--- src/rtl/core/tpsc_pkg.sv ---
// Shared types and constants for the two-point scale calibrator.
// Used by the top level and by the shared restoring divider; no dependencies.
`timescale 1ns / 1ps

package tpsc_pkg;

  // Converter samples are unsigned fractions of 16 bits.
  localparam int SMP_W  = 16;
  // References hold 18-bit fractions (65536 means 1.0).
  localparam int REF_W  = 18;
  // Running sample sum.
  localparam int SUM_W  = 32;
  // Signed Q15.8 weights.
  localparam int W_BITS = 24;

  // Shared divider: 33-bit dividend, 18-bit divisor, one quotient bit per cycle.
  localparam int DVD_W  = 33;
  localparam int DVS_W  = 18;
  localparam int STEP_W = $clog2(DVD_W + 1);

  // Width of the smoothing accumulator 9*f + w.
  localparam int ACC_W  = W_BITS + 5;

  // Division by ten as a multiplication: floor(x / 10) equals (x * ceil(2^30 / 10)) >> 30
  // for every x below 2^30 / 6, which covers the smoothing numerator (below 10 * 2^23).
  localparam int RECIP_W      = 27;
  localparam int TENTH_SHIFT  = 30;
  localparam int TENTH_PROD_W = ACC_W + RECIP_W;
  localparam logic [RECIP_W-1:0] TENTH_RECIP = 27'd107374183;

  // 100 grams in Q15.8.
  localparam int SCALE_GRAMS = 25600;

  localparam logic [REF_W-1:0] ZERO_REF_RST = 18'd65536;
  localparam logic [REF_W-1:0] FULL_REF_RST = 18'd131072;

  localparam logic signed [W_BITS-1:0] W_MAX = 24'sh7FFFFF;
  localparam logic signed [W_BITS-1:0] W_MIN = 24'sh800000;
  localparam logic [DVD_W-1:0] MAG_POS_MAX   = 33'd8388607;
  localparam logic [DVD_W-1:0] MAG_NEG_MAX   = 33'd8388608;

  typedef enum logic [1:0] {
    MODE_MEASURE,
    MODE_ZERO_CAL,
    MODE_WAIT,
    MODE_FULL_CAL
  } mode_t;

  // Request to the shared divider.
  typedef struct packed {
    logic             start;
    logic [DVD_W-1:0] dividend;
    logic [DVS_W-1:0] divisor;
  } div_req_t;

endpackage

--- src/rtl/core/tpsc_divider.sv ---
// Restoring unsigned divider producing one quotient bit per cycle.
// Depends on tpsc_pkg for widths and the request structure.
`timescale 1ns / 1ps

module tpsc_divider (
  input  logic                      clk,
  input  logic                      rst_n,
  input  tpsc_pkg::div_req_t        req,
  output logic                      done,
  output logic [tpsc_pkg::DVD_W-1:0] quotient
);
  import tpsc_pkg::*;

  logic [DVS_W-1:0]  rem_r;
  logic [DVD_W-1:0]  quo_r;
  logic [DVS_W-1:0]  dvs_r;
  logic [STEP_W-1:0] cnt_r;
  logic              busy_r;
  logic              done_r;

  logic [DVS_W:0]    cand;
  logic [DVS_W:0]    cand_sub;
  logic              fits;

  // Bring down the next dividend bit and try the subtraction.
  assign cand     = {rem_r, quo_r[DVD_W-1]};
  assign cand_sub = cand - {1'b0, dvs_r};
  assign fits     = cand >= {1'b0, dvs_r};

  always_ff @(posedge clk) begin
    if (!rst_n) begin
      busy_r <= 1'b0;
      done_r <= 1'b0;
      cnt_r  <= '0;
    end else begin
      done_r <= 1'b0;
      if (req.start) begin
        rem_r  <= '0;
        quo_r  <= req.dividend;
        dvs_r  <= req.divisor;
        cnt_r  <= STEP_W'(DVD_W);
        busy_r <= 1'b1;
      end else if (busy_r) begin
        rem_r <= fits ? cand_sub[DVS_W-1:0] : cand[DVS_W-1:0];
        quo_r <= {quo_r[DVD_W-2:0], fits};
        cnt_r <= cnt_r - 1'b1;
        if (cnt_r == STEP_W'(1)) begin
          busy_r <= 1'b0;
          done_r <= 1'b1;
        end
      end
    end
  end

  assign done     = done_r;
  assign quotient = quo_r;

endmodule

--- src/rtl/core/two_point_scale_calibrator.sv ---
// A tick that only changes mode, accumulates or raises the divide guard goes from acceptance
// straight to ST_OUT; a calibration release with samples runs one 33-step division of sum
// by count; a weighing runs a 33-step scaling division on the shared divider, then the
// smoothing by a reciprocal multiplication. One item is in flight at a time; the next is
// accepted once the result has entered the output register. Reset is synchronous and active
// low: measure mode, references 1.0 and 2.0, and sum, count, smoothed weight and out_valid cleared.
`timescale 1ns / 1ps

module two_point_scale_calibrator #(
  parameter int SAMPLE_BITS = 16,
  parameter int COUNT_BITS  = 16
) (
  input  logic               clk,
  input  logic               rst_n,
  // Input channel: one item per tick.
  input  logic               in_valid,
  output logic               in_stall,
  input  logic               in_button_pressed,
  input  logic [15:0]        in_sample,
  // Result channel: one item per input item.
  output logic               out_valid,
  input  logic               out_stall,
  output logic [1:0]         out_mode,
  output logic signed [23:0] out_weight_raw,
  output logic signed [23:0] out_weight_smoothed,
  output logic               out_measured,
  output logic               out_saturated,
  output logic               out_divide_guard
);
  import tpsc_pkg::*;

  // The sequencer walks calibration releases and weighings through the shared divider. Mode changes and the
  // accumulation of samples complete at acceptance; a calibration release runs one divider
  // pass, and a weighing runs one divider pass followed by the smoothing step. The result then
  // waits in ST_OUT until the output register is free.
  typedef enum logic [2:0] {
    ST_IDLE,
    ST_MUL,
    ST_DIV_RAW,
    ST_SMOOTH,
    ST_TENTH,
    ST_DIV_AVG,
    ST_OUT
  } state_t;

  localparam logic [COUNT_BITS-1:0] CNT_FULL = '1;

  state_t                    state_r;
  mode_t                     mode_r;
  logic [REF_W-1:0]          zero_ref_r;
  logic [REF_W-1:0]          full_ref_r;
  logic [SUM_W-1:0]          sum_r;
  logic [COUNT_BITS-1:0]     count_r;
  logic signed [W_BITS-1:0]  smooth_r;

  // Result being built for the current item.
  logic signed [W_BITS-1:0]  raw_r;
  logic                      sat_r;
  logic                      meas_r;
  logic                      guard_r;

  // Operands kept across the steps of a measurement.
  logic [SMP_W-1:0]          samp_r;
  logic [REF_W-1:0]          den_mag_r;
  logic                      den_neg_r;
  logic                      q_neg_r;
  logic                      acc_neg_r;
  logic [ACC_W-1:0]          acc_mag_r;

  // Output register.
  logic                      out_valid_r;
  logic [1:0]                out_mode_r;
  logic signed [W_BITS-1:0]  out_raw_r;
  logic signed [W_BITS-1:0]  out_smooth_r;
  logic                      out_meas_r;
  logic                      out_sat_r;
  logic                      out_guard_r;

  logic                      in_take;
  logic                      out_free;
  logic [SMP_W-1:0]          s_scaled;
  logic signed [REF_W:0]     den;
  logic                      den_zero;
  logic                      den_neg;
  logic [REF_W-1:0]          den_mag;
  logic signed [REF_W:0]     diff;
  logic                      diff_neg;
  logic [REF_W-1:0]          diff_mag;
  logic [DVD_W-1:0]          num_mag;
  logic signed [ACC_W-1:0]   acc;
  logic [ACC_W-1:0]          acc_mag;
  logic signed [W_BITS-1:0]  raw_clip;
  logic                      raw_sat;
  logic [TENTH_PROD_W-1:0]   tenth_prod;
  logic [W_BITS-1:0]         tenth_q;
  logic signed [W_BITS-1:0]  smooth_q;
  logic                      avg_start;

  div_req_t                  div_req;
  logic                      div_done;
  logic [DVD_W-1:0]          div_quo;

  assign in_take  = in_valid && (state_r == ST_IDLE);
  assign in_stall = (state_r != ST_IDLE);
  assign out_free = !out_valid_r || !out_stall;

  // Shifting in a 16-bit context drops the sample bits above SAMPLE_BITS and scales the rest
  // to a 16-bit fraction.
  assign s_scaled = in_sample << (SMP_W - SAMPLE_BITS);

  // Span between the two references, as sign and magnitude.
  assign den      = $signed({1'b0, full_ref_r}) - $signed({1'b0, zero_ref_r});
  assign den_zero = (full_ref_r == zero_ref_r);
  assign den_neg  = den[REF_W];
  assign den_mag  = den_neg ? REF_W'(-den) : den[REF_W-1:0];

  // Offset of the sample from the zero reference, scaled to grams in Q15.8.
  assign diff     = $signed({{(REF_W+1-SMP_W){1'b0}}, samp_r}) - $signed({1'b0, zero_ref_r});
  assign diff_neg = diff[REF_W];
  assign diff_mag = diff_neg ? REF_W'(-diff) : diff[REF_W-1:0];
  assign num_mag  = DVD_W'(diff_mag) * DVD_W'(SCALE_GRAMS);

  // Smoothing numerator 9*f + w; its magnitude stays below 10 * 2^23.
  assign acc      = (ACC_W'(smooth_r) <<< 3) + ACC_W'(smooth_r) + ACC_W'(raw_r);
  assign acc_mag  = acc[ACC_W-1] ? ACC_W'(-acc) : ACC_W'(acc);

  // Restore the sign of the scaling quotient and clip it to the Q15.8 range.
  always_comb begin
    raw_sat  = 1'b0;
    raw_clip = W_BITS'(div_quo);
    if (q_neg_r) begin
      if (div_quo > MAG_NEG_MAX) begin
        raw_sat  = 1'b1;
        raw_clip = W_MIN;
      end else begin
        raw_clip = W_BITS'(-div_quo);
      end
    end else if (div_quo > MAG_POS_MAX) begin
      raw_sat  = 1'b1;
      raw_clip = W_MAX;
    end
  end

  // The registered numerator magnitude is divided by ten through its reciprocal, and the sign
  // is put back afterwards so that the result truncates toward zero. The quotient never
  // exceeds the Q15.8 range.
  assign tenth_prod = TENTH_PROD_W'(acc_mag_r) * TENTH_PROD_W'(TENTH_RECIP);
  assign tenth_q    = tenth_prod[TENTH_SHIFT +: W_BITS];
  assign smooth_q   = acc_neg_r ? W_BITS'(-tenth_q) : tenth_q;

  // A calibration release with at least one sample starts the averaging division at once.
  assign avg_start = in_take && !in_button_pressed && (count_r != '0) &&
                     (mode_r == MODE_ZERO_CAL || mode_r == MODE_FULL_CAL);

  always_comb begin
    div_req          = '0;
    div_req.dividend = DVD_W'(sum_r);
    div_req.divisor  = DVS_W'(count_r);
    unique case (state_r)
      ST_IDLE: begin
        div_req.start = avg_start;
      end
      ST_MUL: begin
        div_req.start    = 1'b1;
        div_req.dividend = num_mag;
        div_req.divisor  = den_mag_r;
      end
      default: begin
        div_req.start = 1'b0;
      end
    endcase
  end

  tpsc_divider u_divider (
    .clk      (clk),
    .rst_n    (rst_n),
    .req      (div_req),
    .done     (div_done),
    .quotient (div_quo)
  );

  always_ff @(posedge clk) begin
    if (!rst_n) begin
      state_r     <= ST_IDLE;
      mode_r      <= MODE_MEASURE;
      zero_ref_r  <= ZERO_REF_RST;
      full_ref_r  <= FULL_REF_RST;
      sum_r       <= '0;
      count_r     <= '0;
      smooth_r    <= '0;
      out_valid_r <= 1'b0;
    end else begin
      // A result taken while the next one is ready is replaced in ST_OUT below.
      if (out_valid_r && !out_stall && (state_r != ST_OUT)) begin
        out_valid_r <= 1'b0;
      end
      unique case (state_r)
        ST_IDLE: begin
          if (in_valid) begin
            raw_r     <= '0;
            sat_r     <= 1'b0;
            meas_r    <= 1'b0;
            guard_r   <= 1'b0;
            samp_r    <= s_scaled;
            den_mag_r <= den_mag;
            den_neg_r <= den_neg;
            state_r   <= ST_OUT;
            unique case (mode_r)
              MODE_MEASURE: begin
                if (in_button_pressed) begin
                  mode_r  <= MODE_ZERO_CAL;
                  sum_r   <= '0;
                  count_r <= '0;
                end else if (den_zero) begin
                  guard_r <= 1'b1;
                end else begin
                  state_r <= ST_MUL;
                end
              end
              MODE_ZERO_CAL, MODE_FULL_CAL: begin
                if (in_button_pressed) begin
                  // A full count ignores further samples so the average stays honest.
                  if (count_r != CNT_FULL) begin
                    sum_r   <= sum_r + SUM_W'(s_scaled);
                    count_r <= count_r + 1'b1;
                  end
                end else begin
                  mode_r <= (mode_r == MODE_ZERO_CAL) ? MODE_WAIT : MODE_MEASURE;
                  if (count_r == '0) begin
                    guard_r <= 1'b1;
                  end else begin
                    state_r <= ST_DIV_AVG;
                  end
                end
              end
              MODE_WAIT: begin
                if (in_button_pressed) begin
                  mode_r  <= MODE_FULL_CAL;
                  sum_r   <= '0;
                  count_r <= '0;
                end
              end
            endcase
          end
        end
        ST_MUL: begin
          q_neg_r <= diff_neg ^ den_neg_r;
          state_r <= ST_DIV_RAW;
        end
        ST_DIV_RAW: begin
          if (div_done) begin
            raw_r   <= raw_clip;
            sat_r   <= raw_sat;
            state_r <= ST_SMOOTH;
          end
        end
        ST_SMOOTH: begin
          acc_neg_r <= acc[ACC_W-1];
          acc_mag_r <= acc_mag;
          state_r   <= ST_TENTH;
        end
        ST_TENTH: begin
          smooth_r <= smooth_q;
          meas_r   <= 1'b1;
          state_r  <= ST_OUT;
        end
        ST_DIV_AVG: begin
          // The mode has already advanced: waiting follows zero calibration.
          if (div_done) begin
            if (mode_r == MODE_WAIT) begin
              zero_ref_r <= div_quo[REF_W-1:0];
            end else begin
              full_ref_r <= div_quo[REF_W-1:0];
            end
            state_r <= ST_OUT;
          end
        end
        ST_OUT: begin
          if (out_free) begin
            out_valid_r  <= 1'b1;
            out_mode_r   <= mode_r;
            out_raw_r    <= raw_r;
            out_smooth_r <= smooth_r;
            out_meas_r   <= meas_r;
            out_sat_r    <= sat_r;
            out_guard_r  <= guard_r;
            state_r      <= ST_IDLE;
          end
        end
        default: begin
          state_r <= ST_IDLE;
        end
      endcase
    end
  end

  assign out_valid           = out_valid_r;
  assign out_mode            = out_mode_r;
  assign out_weight_raw      = out_raw_r;
  assign out_weight_smoothed = out_smooth_r;
  assign out_measured        = out_meas_r;
  assign out_saturated       = out_sat_r;
  assign out_divide_guard    = out_guard_r;

endmodule

--- config.mk ---
export PLATFORM = sky130hd
export DESIGN_NAME = two_point_scale_calibrator
export DESIGN_NICKNAME = d
export VERILOG_FILES = /design/src/rtl/core/tpsc_pkg.sv /design/src/rtl/core/tpsc_divider.sv /design/src/rtl/core/two_point_scale_calibrator.sv
export SDC_FILE = /design/constraint.sdc
export NUM_CORES = 2
export LEC_CHECK = 0
export BUFFER_PORTS_ARGS = -buffer_cell sky130_fd_sc_hd__buf_2
export CAP_MARGIN = 20
export CELL_PAD_IN_SITES_DETAIL_PLACEMENT = 0
export CELL_PAD_IN_SITES_GLOBAL_PLACEMENT = 2
export CORE_MARGIN = 2
export CORE_UTILIZATION = 42
export DETAILED_ROUTE_END_ITERATION = 8
export GPL_ROUTABILITY_DRIVEN = 0
export PLACE_DENSITY_LB_ADDON = 0.1
export SYNTH_ARGS = -nofsm -noshare
export SYNTH_HDL_FRONTEND = slang
export SYNTH_HIERARCHICAL = 1
export SYNTH_SLANG_ARGS = --single-unit
--- constraint.sdc ---
create_clock -name clk -period 10.15 [get_ports clk]
set_input_delay 0.5075 -clock clk [delete_from_list [all_inputs] [get_ports clk]]
set_output_delay 0.5075 -clock clk [all_outputs]
set_load 0.005 [all_outputs]
Word level (Yosys, flattened, before mapping)
Cells that the tools add are included.
Cells by class
  $mul: 2
  order comparisons: 3
  $add $sub $neg: 13
  bitwise logic cells: 4
  equality and inequality tests: 23
  reduce and logical (&&, ||, !) cells: 36
  mux-type cells: 60
Operators with widths (count)
  24-bit two-way mux: 6
  32-bit two-way mux: 3
  18-bit two-way mux: 4
  33-bit two-way mux: 2
  32-bit one-hot mux with 2 select lines: 1
  29-bit by 27-bit multiplier with 54-bit output (second input constant): 1
  51-bit two-way mux: 1
  16-bit two-way mux: 3
  24-bit negator: 2
  24-bit one-hot mux with 2 select lines: 1
  18-bit negator: 2
  33-bit by 23-bit > comparator with 1-bit output (second input constant): 1
  33-bit by 24-bit > comparator with 1-bit output (second input constant): 1
  32-bit by 16-bit adder with 32-bit output: 1
  16-bit one-hot mux with 2 select lines: 1
  28-bit by 24-bit adder with 29-bit output: 1
  29-bit negator: 1
  27-bit by 24-bit adder with 28-bit output: 1
  28-bit two-way mux: 1
  18-bit by 5-bit multiplier with 23-bit output (second input constant): 1
  3-bit one-hot mux with 7 select lines: 1
  19-bit by 18-bit >= comparator with 1-bit output: 1
  16-bit by 18-bit subtractor with 19-bit output: 1
  18-bit by 18-bit subtractor with 19-bit output: 1
  38 further kinds: 102
Storage, ports and cells
  input bits: 21
  bits in registers: 337

Longest topological paths before layout
  depth after elaboration: 8
  gate-level depth with buffers: 33

Cells and area by module
Netlist, hierarchy kept.
By module, submodules not included
  two_point_scale_calibrator: seq. area each 6666.4 µm², area an instance 32491.2 µm², cells an instance 3606, times used 1
  tpsc_divider: seq. area each 2232.1 µm², area an instance 4092.7 µm², cells an instance 331, times used 1

Least setup slack after synthesis
OpenSTA, ideal clock, no wires.
  path type: flip-flop to flip-flop
  start: register acc_mag_r[4]
  end: register smooth_r[18]
  path buffers: 0
  setup slack: 2.913 ns
  required time: 10.019 ns
  cell stages (with the launch flop): 25
  arrival: 7.105 ns
  period minus slack after synthesis: 7.237 ns
  cells stage by stage: edfxtp_1 ha_1 xnor2_1 inv_1 ha_1 or2_2 fa_1 fa_1 fa_1 fa_1 inv_1 fa_1 inv_1 ha_1 and3_1 and2_1 a221oi_1 o21a_1 a211oi_1 or3_1 a22oi_1 nand4_1 o41a_1 o21ai_0 o311ai_1
On the way
  word-level cells in the longest chain between the ends: 3
Ends and longest elaborated chain
  from (decl): line two_point_scale_calibrator.sv:68  | logic [ACC_W-1:0] acc_mag_r;
  from (signal assigned): line two_point_scale_calibrator.sv:259  | acc_mag_r <= acc_mag;
  29-bit by 27-bit multiplier with 54-bit output *: line two_point_scale_calibrator.sv:147  | assign tenth_prod = TENTH_PROD_W'(acc_mag_r) * TENTH_PROD_W'(TENTH_RECIP);
  24-bit negator: line two_point_scale_calibrator.sv:149  | assign smooth_q = acc_neg_r ? W_BITS'(-tenth_q) : tenth_q;
  24-bit two-way mux *: line two_point_scale_calibrator.sv:149
  to (signal assigned): line two_point_scale_calibrator.sv:263  | smooth_r <= smooth_q;
  to (decl): line two_point_scale_calibrator.sv:54  | logic signed [W_BITS-1:0] smooth_r;
Mark *: on every way between the ends. The rest lies on a longest branch, timed or not.
A chain may end at the register's enable or synchronous reset.

Final worst setup path
  start: register acc_mag_r[9]
  end: register smooth_r[22]
Same word-level chain as after synthesis.

==> out/results.txt <==
Ports: 76
Fin. max-slew vios: 0
Clk pin slew, worst setup/hold paths: 0.06 ns
Setup bufs post-CTS: 0
Hold Path Class: in -> reg
Post-synth cell types: 100
Via density per instance: 5.22
Die H: 299 µm
Commonest non-fill, non-tap cell in the layout: inv_1
Status: completed
Clk_skew: 0.0369 ns
Crit-path max FO: 7
CP startpoint kind: flop
Die Area: 0.0895 mm²
I/O Buffers: 75
Crit end category: flop
Global-route wire length before repair: 170 mm
Synth top area share: 0.194
Final Util: 0.461
Register area share after synthesis: 0.243
Critical-path top delay cell: fa_1
Setup TNS: 0 ns
Mapped Cells: 3937
Final hold vios: 0
CP max stage delay: 0.56 ns
Worst hold stages: 1
Fin crit share: 0.811
Worst hold endpoint: samp_r[9]
Crit Path Class: reg -> reg
CTS H-Tree Depth: 2
Max Used Layer: met4
Vias in the first global route: 28065
Critical Path Start: acc_mag_r[9]
Synthesized area: 0.0366 mm²
Total track usage: 0.248
Routed via count: 27033
CTS tree: done
Initial antenna violation count: 4
Largest net degree at the start of global routing: 66
Clk_lat worst skew: 0.60 ns
DRT Wirelength: 109 mm
DRT met1 WL: 47.6 mm
Wire length per cell: 21.1 µm
Area leader, netlist: fa_1
Post_cts resized: 0
1st-pass router iterations: 5
Ys flop type: edfxtp_1
Worst R2R Start: acc_mag_r[9]
Max-cap violation count: 0
First DRT Iteration DRCs: 1704
Worst R2R Path Depth: 25
Ant diodes: 0
DR DRC count: 0
Synthesis-stage register bit count: 337
Layout Area Growth over Synthesis: 8.88%
Starting Density: 0.423
Met3 Wirelength: 3.41 mm
Grt ovf: 0
Clock Tree Root: clkbuf_16
Finish-stage setup viols: 0
CP delay by family, top: adder cells
CP Buf/Inv Count: 6
Asr flop ratio synth: 0
CTS Buf Count: 43
Commonest non-fill, non-tap cells in the layout: 767 x inv_1, 438 x ha_1, 354 x fa_1
Register-to-Register Setup Slack: 1.92 ns
Syn avg cell area: 9.29 µm²
CTS sink cnt: 337
Data required, critical path: 10.62 ns
Critical path depth: 25
Crit path arrival time: 8.70 ns
Die X: 299 µm
DRT antenna net count: 0
Metal2 WL: 55.1 mm
# nets final: 4804
Placeable core area: 0.0865 mm²
CTS Hold Bufs: 0
RSZ-0062 raised after global routing: false
Final min period: 8.23 ns
Critical R2R Capture: smooth_r[22]
Max Fclk: 122 MHz
Top cells by area, synth: fa_1 19%, edfxtp_1 18%, ha_1 15%
Hold_sp: in_sample[9]
Ratio of cells with drive above 1 in the final layout: 0.0703
Worst-margin pin slew: 0.990 ns
Worst slew margin: 0.337
Max clock buf depth: 3
Yosys warns: 6
EDFF count, synth: 215
Syn nets: 4750
Dpl hpwl: 90.6 mm
# rows: 108
-- worst max path at each step --
stage,to
after floorplan,smooth_r[18]
after global placement,smooth_r[22]
after detailed placement,smooth_r[22]
after CTS,smooth_r[22]
after global routing,smooth_r[22]
final,smooth_r[22]
-- cell type report --
cell class                 count  area (µm²)
clock inverter                20         245
sequential                   337        8900
multi-input combinational   2742       24500
inverter                     769        2890
timing repair buffer          98         569
clock buffer                  60        1280
fill                        8527       46700
tap                         1155        1450
-- cells in the mapped netlist, drive strengths merged, types with 31 or more instances --
library cell and count:
nor2 223, nand3 87, clkbuf 74, xor2 85, dfxtp 122, fa 354, edfxtp 215, o21ai 132
inv 767, nand2 328, a21oi 226, and3 38, or3 32, nor3 60, a21o 60, xnor2 136
mux2 36, nand4 33, ha 438, a31oi 31, a211oi 38
-- registers in the layout, summed over array words and instances (netlist names), 24 cells and up --
register	count
acc_mag_r	29
out_weight_raw	24
out_weight_smoothed	24
raw_r	24
smooth_r	24
sum_r	32
u_divider/quotient	33
-- stage by stage --
step	setup slack [ns]	instances	hold slack [ns]	area [µm²]
floorplan	2.91	3937	0.400	36600
global placement	1.82	5097	0.406	38300
detailed placement	1.86	5099	0.413	38300
CTS	1.82	5179	0.110	39800
global route	1.32	5181	0.119	39800
finish	1.92	5181	0.137	39800
-- per-layer routing --
metal  global-route usage  vias up
li1                     -    13287
met1                0.320    13138
met2                0.444      478
met3               0.0199      130
met4               0.0699        0
met5                    0        -
-- kinds of logic after synthesis --
family	synth area share
xor+xnor	0.0529
compound gates	0.127
fa+ha+maj	0.344
flops	0.243
simple gates	0.127
mux	0.0176
buf+inv	0.0887
Power is left out: the tool's default activity adds up to more than one toggle a clock period on the data nets, which glitch-free logic cannot reach.
